`src/design/hsvc_pkg.sv`:
```
// Package with constants, stage payload types and arithmetic helpers of the converter.
`default_nettype none
package hsvc_pkg;

  localparam logic [8:0]  HUE_SECTOR_DEG = 9'd60;
  localparam logic [7:0]  LEVEL_MAX      = 8'd255;
  localparam logic [6:0]  PCT_MAX        = 7'd100;
  // Reciprocals: floor(x*M >> k) equals x/255 for x <= 65025 and x/100 for x <= 25500.
  localparam logic [31:0] DIV255_MUL     = 32'd32897;
  localparam logic [30:0] DIV100_MUL     = 31'd41944;

  // Hue sector codes; codes six to eight map as sector five.
  localparam logic [3:0] SEC_RED_YEL = 4'd0;
  localparam logic [3:0] SEC_YEL_GRN = 4'd1;
  localparam logic [3:0] SEC_GRN_CYN = 4'd2;
  localparam logic [3:0] SEC_CYN_BLU = 4'd3;
  localparam logic [3:0] SEC_BLU_MAG = 4'd4;

  typedef struct packed {
    logic [3:0] sector;
    logic [7:0] rem;
    logic [6:0] v;
    logic [7:0] sat;
  } s1_t;

  typedef struct packed {
    logic [3:0]  sector;
    logic [6:0]  v;
    logic [15:0] prod_q;
    logic [15:0] prod_t;
    logic [14:0] full_prod;
    logic [14:0] p_prod;
  } s2_t;

  typedef struct packed {
    logic [3:0]  sector;
    logic [6:0]  v;
    logic [7:0]  q_sub;
    logic [7:0]  t_sub;
    logic [14:0] full_prod;
    logic [14:0] p_prod;
  } s3_t;

  typedef struct packed {
    logic [3:0]  sector;
    logic [14:0] full_prod;
    logic [14:0] p_prod;
    logic [14:0] q_prod;
    logic [14:0] t_prod;
  } s4_t;

  function automatic logic [7:0] div255(input logic [15:0] x);
    logic [31:0] m;
    m = 32'(x) * DIV255_MUL;
    return m[30:23];
  endfunction

  function automatic logic [7:0] div100(input logic [14:0] x);
    logic [30:0] m;
    m = 31'(x) * DIV100_MUL;
    return m[29:22];
  endfunction

endpackage
`default_nettype wire

```
`src/design/hsvc_sector.sv`:
```
// First stage: value clamp, hue sector search and in-sector position.
`default_nettype none
module hsvc_sector (
  input  wire logic        clk,
  input  wire logic        rst_n,
  input  wire logic        up_valid,
  output logic             up_ready,
  input  wire logic [8:0]  hue_deg,
  input  wire logic [6:0]  value_pct,
  input  wire logic [7:0]  sat,
  output logic             dn_valid,
  input  wire logic        dn_ready,
  output hsvc_pkg::s1_t    dn_data
);

  logic          valid_r;
  hsvc_pkg::s1_t data_r, data_nxt;
  logic [3:0]    sector;
  logic [8:0]    base;
  logic [5:0]    pos;
  logic [9:0]    pos17;

  always_comb begin
    sector = 4'd0;
    base   = 9'd0;
    for (int k = 1; k <= 8; k++) begin
      if (hue_deg >= 9'(k) * hsvc_pkg::HUE_SECTOR_DEG) begin
        sector = 4'(k);
        base   = 9'(k) * hsvc_pkg::HUE_SECTOR_DEG;
      end
    end
    pos   = 6'(hue_deg - base);
    // pos*255/60 is pos*17/4.
    pos17 = {pos, 4'd0} + 10'(pos);
    data_nxt.sector = sector;
    data_nxt.rem    = pos17[9:2];
    data_nxt.v      = (value_pct > hsvc_pkg::PCT_MAX) ? hsvc_pkg::PCT_MAX : value_pct;
    data_nxt.sat    = sat;
  end

  assign up_ready = !valid_r || dn_ready;

  always_ff @(posedge clk) begin
    if (!rst_n) begin
      valid_r <= 1'b0;
    end else if (up_ready) begin
      valid_r <= up_valid;
    end
    if (up_ready && up_valid) begin
      data_r <= data_nxt;
    end
  end

  assign dn_valid = valid_r;
  assign dn_data  = data_r;

endmodule
`default_nettype wire

```
`src/design/hsvc_levels.sv`:
```
// Stages two to four: saturation products, division by 255 and value products.
`default_nettype none
module hsvc_levels (
  input  wire logic        clk,
  input  wire logic        rst_n,
  input  wire logic        up_valid,
  output logic             up_ready,
  input  wire hsvc_pkg::s1_t up_data,
  output logic             dn_valid,
  input  wire logic        dn_ready,
  output hsvc_pkg::s4_t    dn_data
);

  logic          v2_r, v3_r, v4_r;
  logic          rdy2, rdy3, rdy4;
  hsvc_pkg::s2_t d2_r, d2_nxt;
  hsvc_pkg::s3_t d3_r, d3_nxt;
  hsvc_pkg::s4_t d4_r, d4_nxt;

  assign rdy4     = !v4_r || dn_ready;
  assign rdy3     = !v3_r || rdy4;
  assign rdy2     = !v2_r || rdy3;
  assign up_ready = rdy2;

  always_comb begin
    d2_nxt.sector    = up_data.sector;
    d2_nxt.v         = up_data.v;
    d2_nxt.prod_q    = 16'(up_data.sat) * 16'(up_data.rem);
    d2_nxt.prod_t    = 16'(up_data.sat) * 16'(hsvc_pkg::LEVEL_MAX - up_data.rem);
    d2_nxt.full_prod = 15'(up_data.v) * 15'(hsvc_pkg::LEVEL_MAX);
    d2_nxt.p_prod    = 15'(up_data.v) * 15'(hsvc_pkg::LEVEL_MAX - up_data.sat);

    d3_nxt.sector    = d2_r.sector;
    d3_nxt.v         = d2_r.v;
    d3_nxt.q_sub     = hsvc_pkg::LEVEL_MAX - hsvc_pkg::div255(d2_r.prod_q);
    d3_nxt.t_sub     = hsvc_pkg::LEVEL_MAX - hsvc_pkg::div255(d2_r.prod_t);
    d3_nxt.full_prod = d2_r.full_prod;
    d3_nxt.p_prod    = d2_r.p_prod;

    d4_nxt.sector    = d3_r.sector;
    d4_nxt.full_prod = d3_r.full_prod;
    d4_nxt.p_prod    = d3_r.p_prod;
    d4_nxt.q_prod    = 15'(d3_r.v) * 15'(d3_r.q_sub);
    d4_nxt.t_prod    = 15'(d3_r.v) * 15'(d3_r.t_sub);
  end

  always_ff @(posedge clk) begin
    if (!rst_n) begin
      v2_r <= 1'b0;
      v3_r <= 1'b0;
      v4_r <= 1'b0;
    end else begin
      if (rdy2) v2_r <= up_valid;
      if (rdy3) v3_r <= v2_r;
      if (rdy4) v4_r <= v3_r;
    end
    if (rdy2 && up_valid) d2_r <= d2_nxt;
    if (rdy3 && v2_r)     d3_r <= d3_nxt;
    if (rdy4 && v3_r)     d4_r <= d4_nxt;
  end

  assign dn_valid = v4_r;
  assign dn_data  = d4_r;

endmodule
`default_nettype wire

```
`src/design/hsvc_mix.sv`:
```
// Last stage: division by 100, sector channel mapping and the output register.
`default_nettype none
module hsvc_mix (
  input  wire logic        clk,
  input  wire logic        rst_n,
  input  wire logic        up_valid,
  output logic             up_ready,
  input  wire hsvc_pkg::s4_t up_data,
  output logic             out_valid,
  input  wire logic        out_stall,
  output logic [7:0]       red,
  output logic [7:0]       green,
  output logic [7:0]       blue
);

  logic       valid_r;
  logic [7:0] red_r, green_r, blue_r;
  logic [7:0] red_nxt, green_nxt, blue_nxt;
  logic [7:0] full, p, q, t;

  always_comb begin
    full = hsvc_pkg::div100(up_data.full_prod);
    p    = hsvc_pkg::div100(up_data.p_prod);
    q    = hsvc_pkg::div100(up_data.q_prod);
    t    = hsvc_pkg::div100(up_data.t_prod);
    case (up_data.sector)
      hsvc_pkg::SEC_RED_YEL: begin red_nxt = full; green_nxt = t;    blue_nxt = p;    end
      hsvc_pkg::SEC_YEL_GRN: begin red_nxt = q;    green_nxt = full; blue_nxt = p;    end
      hsvc_pkg::SEC_GRN_CYN: begin red_nxt = p;    green_nxt = full; blue_nxt = t;    end
      hsvc_pkg::SEC_CYN_BLU: begin red_nxt = p;    green_nxt = q;    blue_nxt = full; end
      hsvc_pkg::SEC_BLU_MAG: begin red_nxt = t;    green_nxt = p;    blue_nxt = full; end
      default:               begin red_nxt = full; green_nxt = p;    blue_nxt = q;    end
    endcase
  end

  assign up_ready = !valid_r || !out_stall;

  always_ff @(posedge clk) begin
    if (!rst_n) begin
      valid_r <= 1'b0;
    end else if (up_ready) begin
      valid_r <= up_valid;
    end
    if (up_ready && up_valid) begin
      red_r   <= red_nxt;
      green_r <= green_nxt;
      blue_r  <= blue_nxt;
    end
  end

  assign out_valid = valid_r;
  assign red       = red_r;
  assign green     = green_r;
  assign blue      = blue_r;

endmodule
`default_nettype wire

```
`src/design/hsv_to_rgb_converter_unit.sv`:
```
// An accepted input passes the sector, levels and mix stage registers in turn to the output.
// Throughput: one transaction per cycle while out_stall is low; every stage register has its own valid bit.
// The five-stage pipeline spreads its multiplies over stages two to five, two or four per stage.
// Reset (rst_n, synchronous, active low) empties the pipeline and sets saturation to 255.
// Configuration writes are always taken; they must only be issued while the pipeline is empty.
`default_nettype none
module hsv_to_rgb_converter_unit (
  input  wire logic       clk,
  input  wire logic       rst_n,
  input  wire logic       cfg_valid,
  output logic            cfg_ready,
  input  wire logic [7:0] cfg_saturation,
  input  wire logic       in_valid,
  output logic            in_stall,
  input  wire logic [8:0] in_hue_deg,
  input  wire logic [6:0] in_value_pct,
  output logic            out_valid,
  input  wire logic       out_stall,
  output logic [7:0]      out_red,
  output logic [7:0]      out_green,
  output logic [7:0]      out_blue
);

  // The saturation register is sampled by the first stage for each transaction.
  logic [7:0] sat_r;

  logic          s1_valid, s1_ready, s4_valid, s4_ready, in_ready;
  hsvc_pkg::s1_t s1_data;
  hsvc_pkg::s4_t s4_data;

  assign cfg_ready = 1'b1;

  always_ff @(posedge clk) begin
    if (!rst_n) begin
      sat_r <= hsvc_pkg::LEVEL_MAX;
    end else if (cfg_valid && cfg_ready) begin
      sat_r <= cfg_saturation;
    end
  end

  // Each stage accepts whenever it is empty or its successor is taking its contents,
  // so bubbles collapse and a finished result waiting at the output does not block
  // new transactions until the whole pipeline is full.
  assign in_stall = !in_ready;

  // Stage one: clamp value to one hundred, find the 60 degree sector and the
  // position within it scaled to 0..250.
  hsvc_sector u_sector (
    .clk       (clk),
    .rst_n     (rst_n),
    .up_valid  (in_valid),
    .up_ready  (in_ready),
    .hue_deg   (in_hue_deg),
    .value_pct (in_value_pct),
    .sat       (sat_r),
    .dn_valid  (s1_valid),
    .dn_ready  (s1_ready),
    .dn_data   (s1_data)
  );

  // Stages two to four: the p, q and t levels before the final division by one hundred.
  // Zero saturation needs no special path: p, q and t all come out equal to full grey.
  hsvc_levels u_levels (
    .clk      (clk),
    .rst_n    (rst_n),
    .up_valid (s1_valid),
    .up_ready (s1_ready),
    .up_data  (s1_data),
    .dn_valid (s4_valid),
    .dn_ready (s4_ready),
    .dn_data  (s4_data)
  );

  // Stage five: scale to 0..255 and route the levels onto red, green and blue.
  // Hues of 360 and above fall into the last sector's mapping.
  hsvc_mix u_mix (
    .clk       (clk),
    .rst_n     (rst_n),
    .up_valid  (s4_valid),
    .up_ready  (s4_ready),
    .up_data   (s4_data),
    .out_valid (out_valid),
    .out_stall (out_stall),
    .red       (out_red),
    .green     (out_green),
    .blue      (out_blue)
  );

endmodule
`default_nettype wire

```
`config.mk`:
```
export PLATFORM = sky130hd
export DESIGN_NAME = hsv_to_rgb_converter_unit
export DESIGN_NICKNAME = d
export VERILOG_FILES = /design/src/design/hsvc_pkg.sv /design/src/design/hsvc_sector.sv /design/src/design/hsvc_levels.sv /design/src/design/hsvc_mix.sv /design/src/design/hsv_to_rgb_converter_unit.sv
export SDC_FILE = /design/constraint.sdc
export NUM_CORES = 2
export LEC_CHECK = 0
export BUFFER_PORTS_ARGS = -buffer_cell sky130_fd_sc_hd__clkbuf_2
export CAP_MARGIN = 20
export CELL_PAD_IN_SITES_DETAIL_PLACEMENT = 0
export CELL_PAD_IN_SITES_GLOBAL_PLACEMENT = 1
export CORE_MARGIN = 2
export CORE_UTILIZATION = 48
export CTS_CLUSTER_DIAMETER = 30
export DETAILED_ROUTE_END_ITERATION = 7
export GPL_ROUTABILITY_DRIVEN = 0
export PLACE_DENSITY_LB_ADDON = 0.2
export SLEW_MARGIN = 20
export SYNTH_ARGS = -nofsm -noshare
export SYNTH_HDL_FRONTEND = slang
export SYNTH_SLANG_ARGS = --single-unit
```
`constraint.sdc`:
```
create_clock -name clk -period 7.35 [get_ports clk]
set_clock_uncertainty 0.05 [all_clocks]
set_input_delay 1.47 -clock clk [delete_from_list [all_inputs] [get_ports clk]]
set_output_delay 1.47 -clock clk [all_outputs]
set_load 0.02 [all_outputs]
```
==> summary.txt <==
Status
  – Status: finished clean

STA
  – Setup TNS: 0 ps
  – Worst setup margin: 1150 ps
  – Endpoints failing hold: 0
  – Setup Viol. Count Final: 0
  – Tmin final: 6200 ps
  – Slew @ Worst Pin: 940 ps
  – Max-slew violations: 0
  – Slew HR: 37.2%
  – Period utilization: 84.3%
  – RSZ-0062 raised after global routing: no
  – Fmax: 161 MHz

Drt
  – DRC errors left: 0
  – Routed len/inst: 16.5 µm
  – Vias after detailed routing: 22432
  – Antenna Nets Post-Route: 0
  – DR iter-0 viols: 903
  – Routed WL: 72500 µm
  – Drt pass-1 iters: 7
  – Via density per instance: 5.10

CTS
  – Cell chosen for the clock root: clkbuf_16
  – CTS tree: done
  – Clock buffer count from CTS: 57
  – H-tree depth: 2
  – Clock sink count: 256
  – Hold Buf Count CTS: 0
  – CTS Buffer Depth: 3
  – Setup Buffers After CTS: 0
  – Skew-Pair Late Insertion Delay: 610 ps
  – Worst-path clk slew: 60 ps
  – Post-CTS sizing: 0

Placed design
  – Dpl cells: 4293
  – I/O Buffers: 54
  – Placed inst area: 0.0367 mm²
  – Hpwl dp: 60700 µm
  – Worst slack at placement: 1300 ps

Floorplanning
  – Initial Utilization: 48.4%
  – I/O pin count: 56
  – Standard-cell rows: 99
  – DIE WIDTH: 275 µm
  – Core Area: 0.0730 mm²
  – Die Y: 275 µm
  – Die area: 0.0758 mm²

Synth
  – Post-synth EDFFs: 243
  – Register area share after synthesis: 21.4%
  – Avg Cell Area, Syn: 10.6 µm²
  – FF+latch count, synth: 256
  – Synth warn: 0
  – Yosys cell types: 73
  – Main synth FF type: edfxtp_1
  – Asr flop ratio synth: 0%
  – Cell area after synthesis: 0.0353 mm²
  – Mapped Nets: 4531
  – Post-Syn Instances: 3320

Global route
  – Largest net degree at the start of global routing: 73
  – GRT overflow: 0
  – Vias in the first global route: 24559
  – Initial antenna violation count: 0
  – First-pass GRT wire length: 122000 µm
  – Tot GR Track Use: 20.0%

Critical path
  – CP Launch Point: u_levels.dn_data[53]$_DFFE_PP_
  – Worst reg2reg path startpoint: u_levels.dn_data[53]$_DFFE_PP_
  – CP required: 7610 ps
  – Startpoint Class: register
  – CP Capture Type: register
  – Worst Path Max Fanout: 6
  – Critical path data arrival time: 6460 ps
  – Worst Setup Path Type: reg -> reg

Power and ir drop
  – Worst vdd ir: 0.000749 V
  – P_leak: 19.4 nW
  – Power per Cell Area: 425 mW/mm²

Run
  – Max Cap Viol: 0

Final layout
  – FILL cells: 6502
  – Post-route non-filler standard cell count: 4400
  – Fin area: 0.0387 mm²
  – # nets final: 4604
  – ANT cells: 0
  – Register Area: 0.00756 mm²
  – Layout cells sized above 1: 5.61%
  – Core Util, Final: 53.0%
  – Multi-input logic area: 0.0247 mm²
  – Syn-to-layout area delta: 9.38%

Min path
  – Hold_sp: u_levels.d2_r[21]$_DFFE_PP_
  – HP Class: reg -> reg
-- worst max-delay path, stage by stage, from the launching register on --
cell       delay [ps]
edfxtp_1          540
ha_1              410
fa_1              480
fa_1              510
inv_1              60
fa_1              490
fa_1              490
inv_1              40
ha_1              300
a21oi_1           120
a21boi_0          110
a2111oi_2         460
o211ai_1          310
a311o_1           430
a21oi_2           180
xnor2_1           270
mux2i_1           180
a222oi_1          450
-- report_power, final --
| group | internal, W | switching [W] |
|---|---|---|
| clock network | 0.00158 | 0.000885 |
| registers | 0.00228 | 0.000290 |
| logic | 0.00511 | 0.00626 |
-- cell families (layout without fill, tap and decap cells) --
logic type,count (synthesis),in the layout,synth area share (%)
fa+ha+maj,1184,1184,51.5
buf+inv,825,946,8.77
simple gates,583,583,8.40
compound gates,317,317,6.00
flops,256,256,21.4
xor+xnor,135,135,3.37
mux,19,19,0.549
other cells,1,1,0.0106
-- sequential cells by signal (all words and copies together) (netlist names), 8 cells and up --
signal / count
u_mix.red: 8
u_levels.d2_r: 72
u_mix.blue: 8
u_levels.dn_data: 64
sat_r: 8
u_sector.dn_data: 27
u_mix.green: 8
u_levels.d3_r: 56
-- synthesized netlist by cell type, drive strengths merged (26+ instances only) --
library cell    n  area share [%]
nand2         174             1.8
inv           773             8.2
edfxtp        243              21
nand2b         71             1.3
fa            452              26
nor2           88            0.93
a21oi          91             1.3
xnor2         102             2.5
xor2           33            0.82
and2           86             1.5
nor2b          65             1.2
o21bai         26            0.55
ha            730              26
o21ai          59            0.84
clkbuf         51            0.54
-- final timing paths --
kind	to	slack, ps	cells after the start
max reg2reg	u_mix.green[6]$_DFFE_PP_	1150	17
min	u_levels.d3_r[21]$_DFFE_PP_	360	0
min reg2reg	u_levels.d3_r[21]$_DFFE_PP_	360	0
max	u_mix.green[6]$_DFFE_PP_	1150	17
-- through the flow --
stage	hold WS [ps]	total power [W]
6_report	361	0.0164
5_1_grt	371	0.0185
4_1_cts	359	0.0167
3_5_place_dp	355	0.0141
3_3_place_gp	351	0.0139
2_1_floorplan	350	0.0114
-- cells in the final DEF (no fill, tap or decap), drive strengths merged, types with 14 or more instances in the layout --
cell and count:
ha 730, clkbuf 116, and2 86, xor2 33, nand3 19, a21o 21
nor3 25, nand2b 71, o21ai 59, clkinv 18, a21oi 91, nand2 174
edfxtp 243, o21bai 26, xnor2 102, o21a 14, nor2 88, inv 785
mux2i 16, nor2b 65, fa 452
-- cell type report --
class | count | share of cell area, %
clock buffer | 62 | 3.82
clock inverter | 45 | 1.15
inverter | 773 | 7.51
multi-input combinational | 2239 | 63.9
sequential | 256 | 19.6
tap | 959 | 3.10
timing repair buffer | 66 | 0.932
-- routing by layer --
layer / up-vias / GRT usage [%] / wire length [µm]
met5: - / 0 / 0
met4: 0 / 4.59 / 1470
met3: 95 / 2.25 / 2340
met2: 349 / 35.1 / 35100
met1: 11046 / 26.7 / 33600
li1: 10942 / - / -
(Power assumes the default switching activity.)
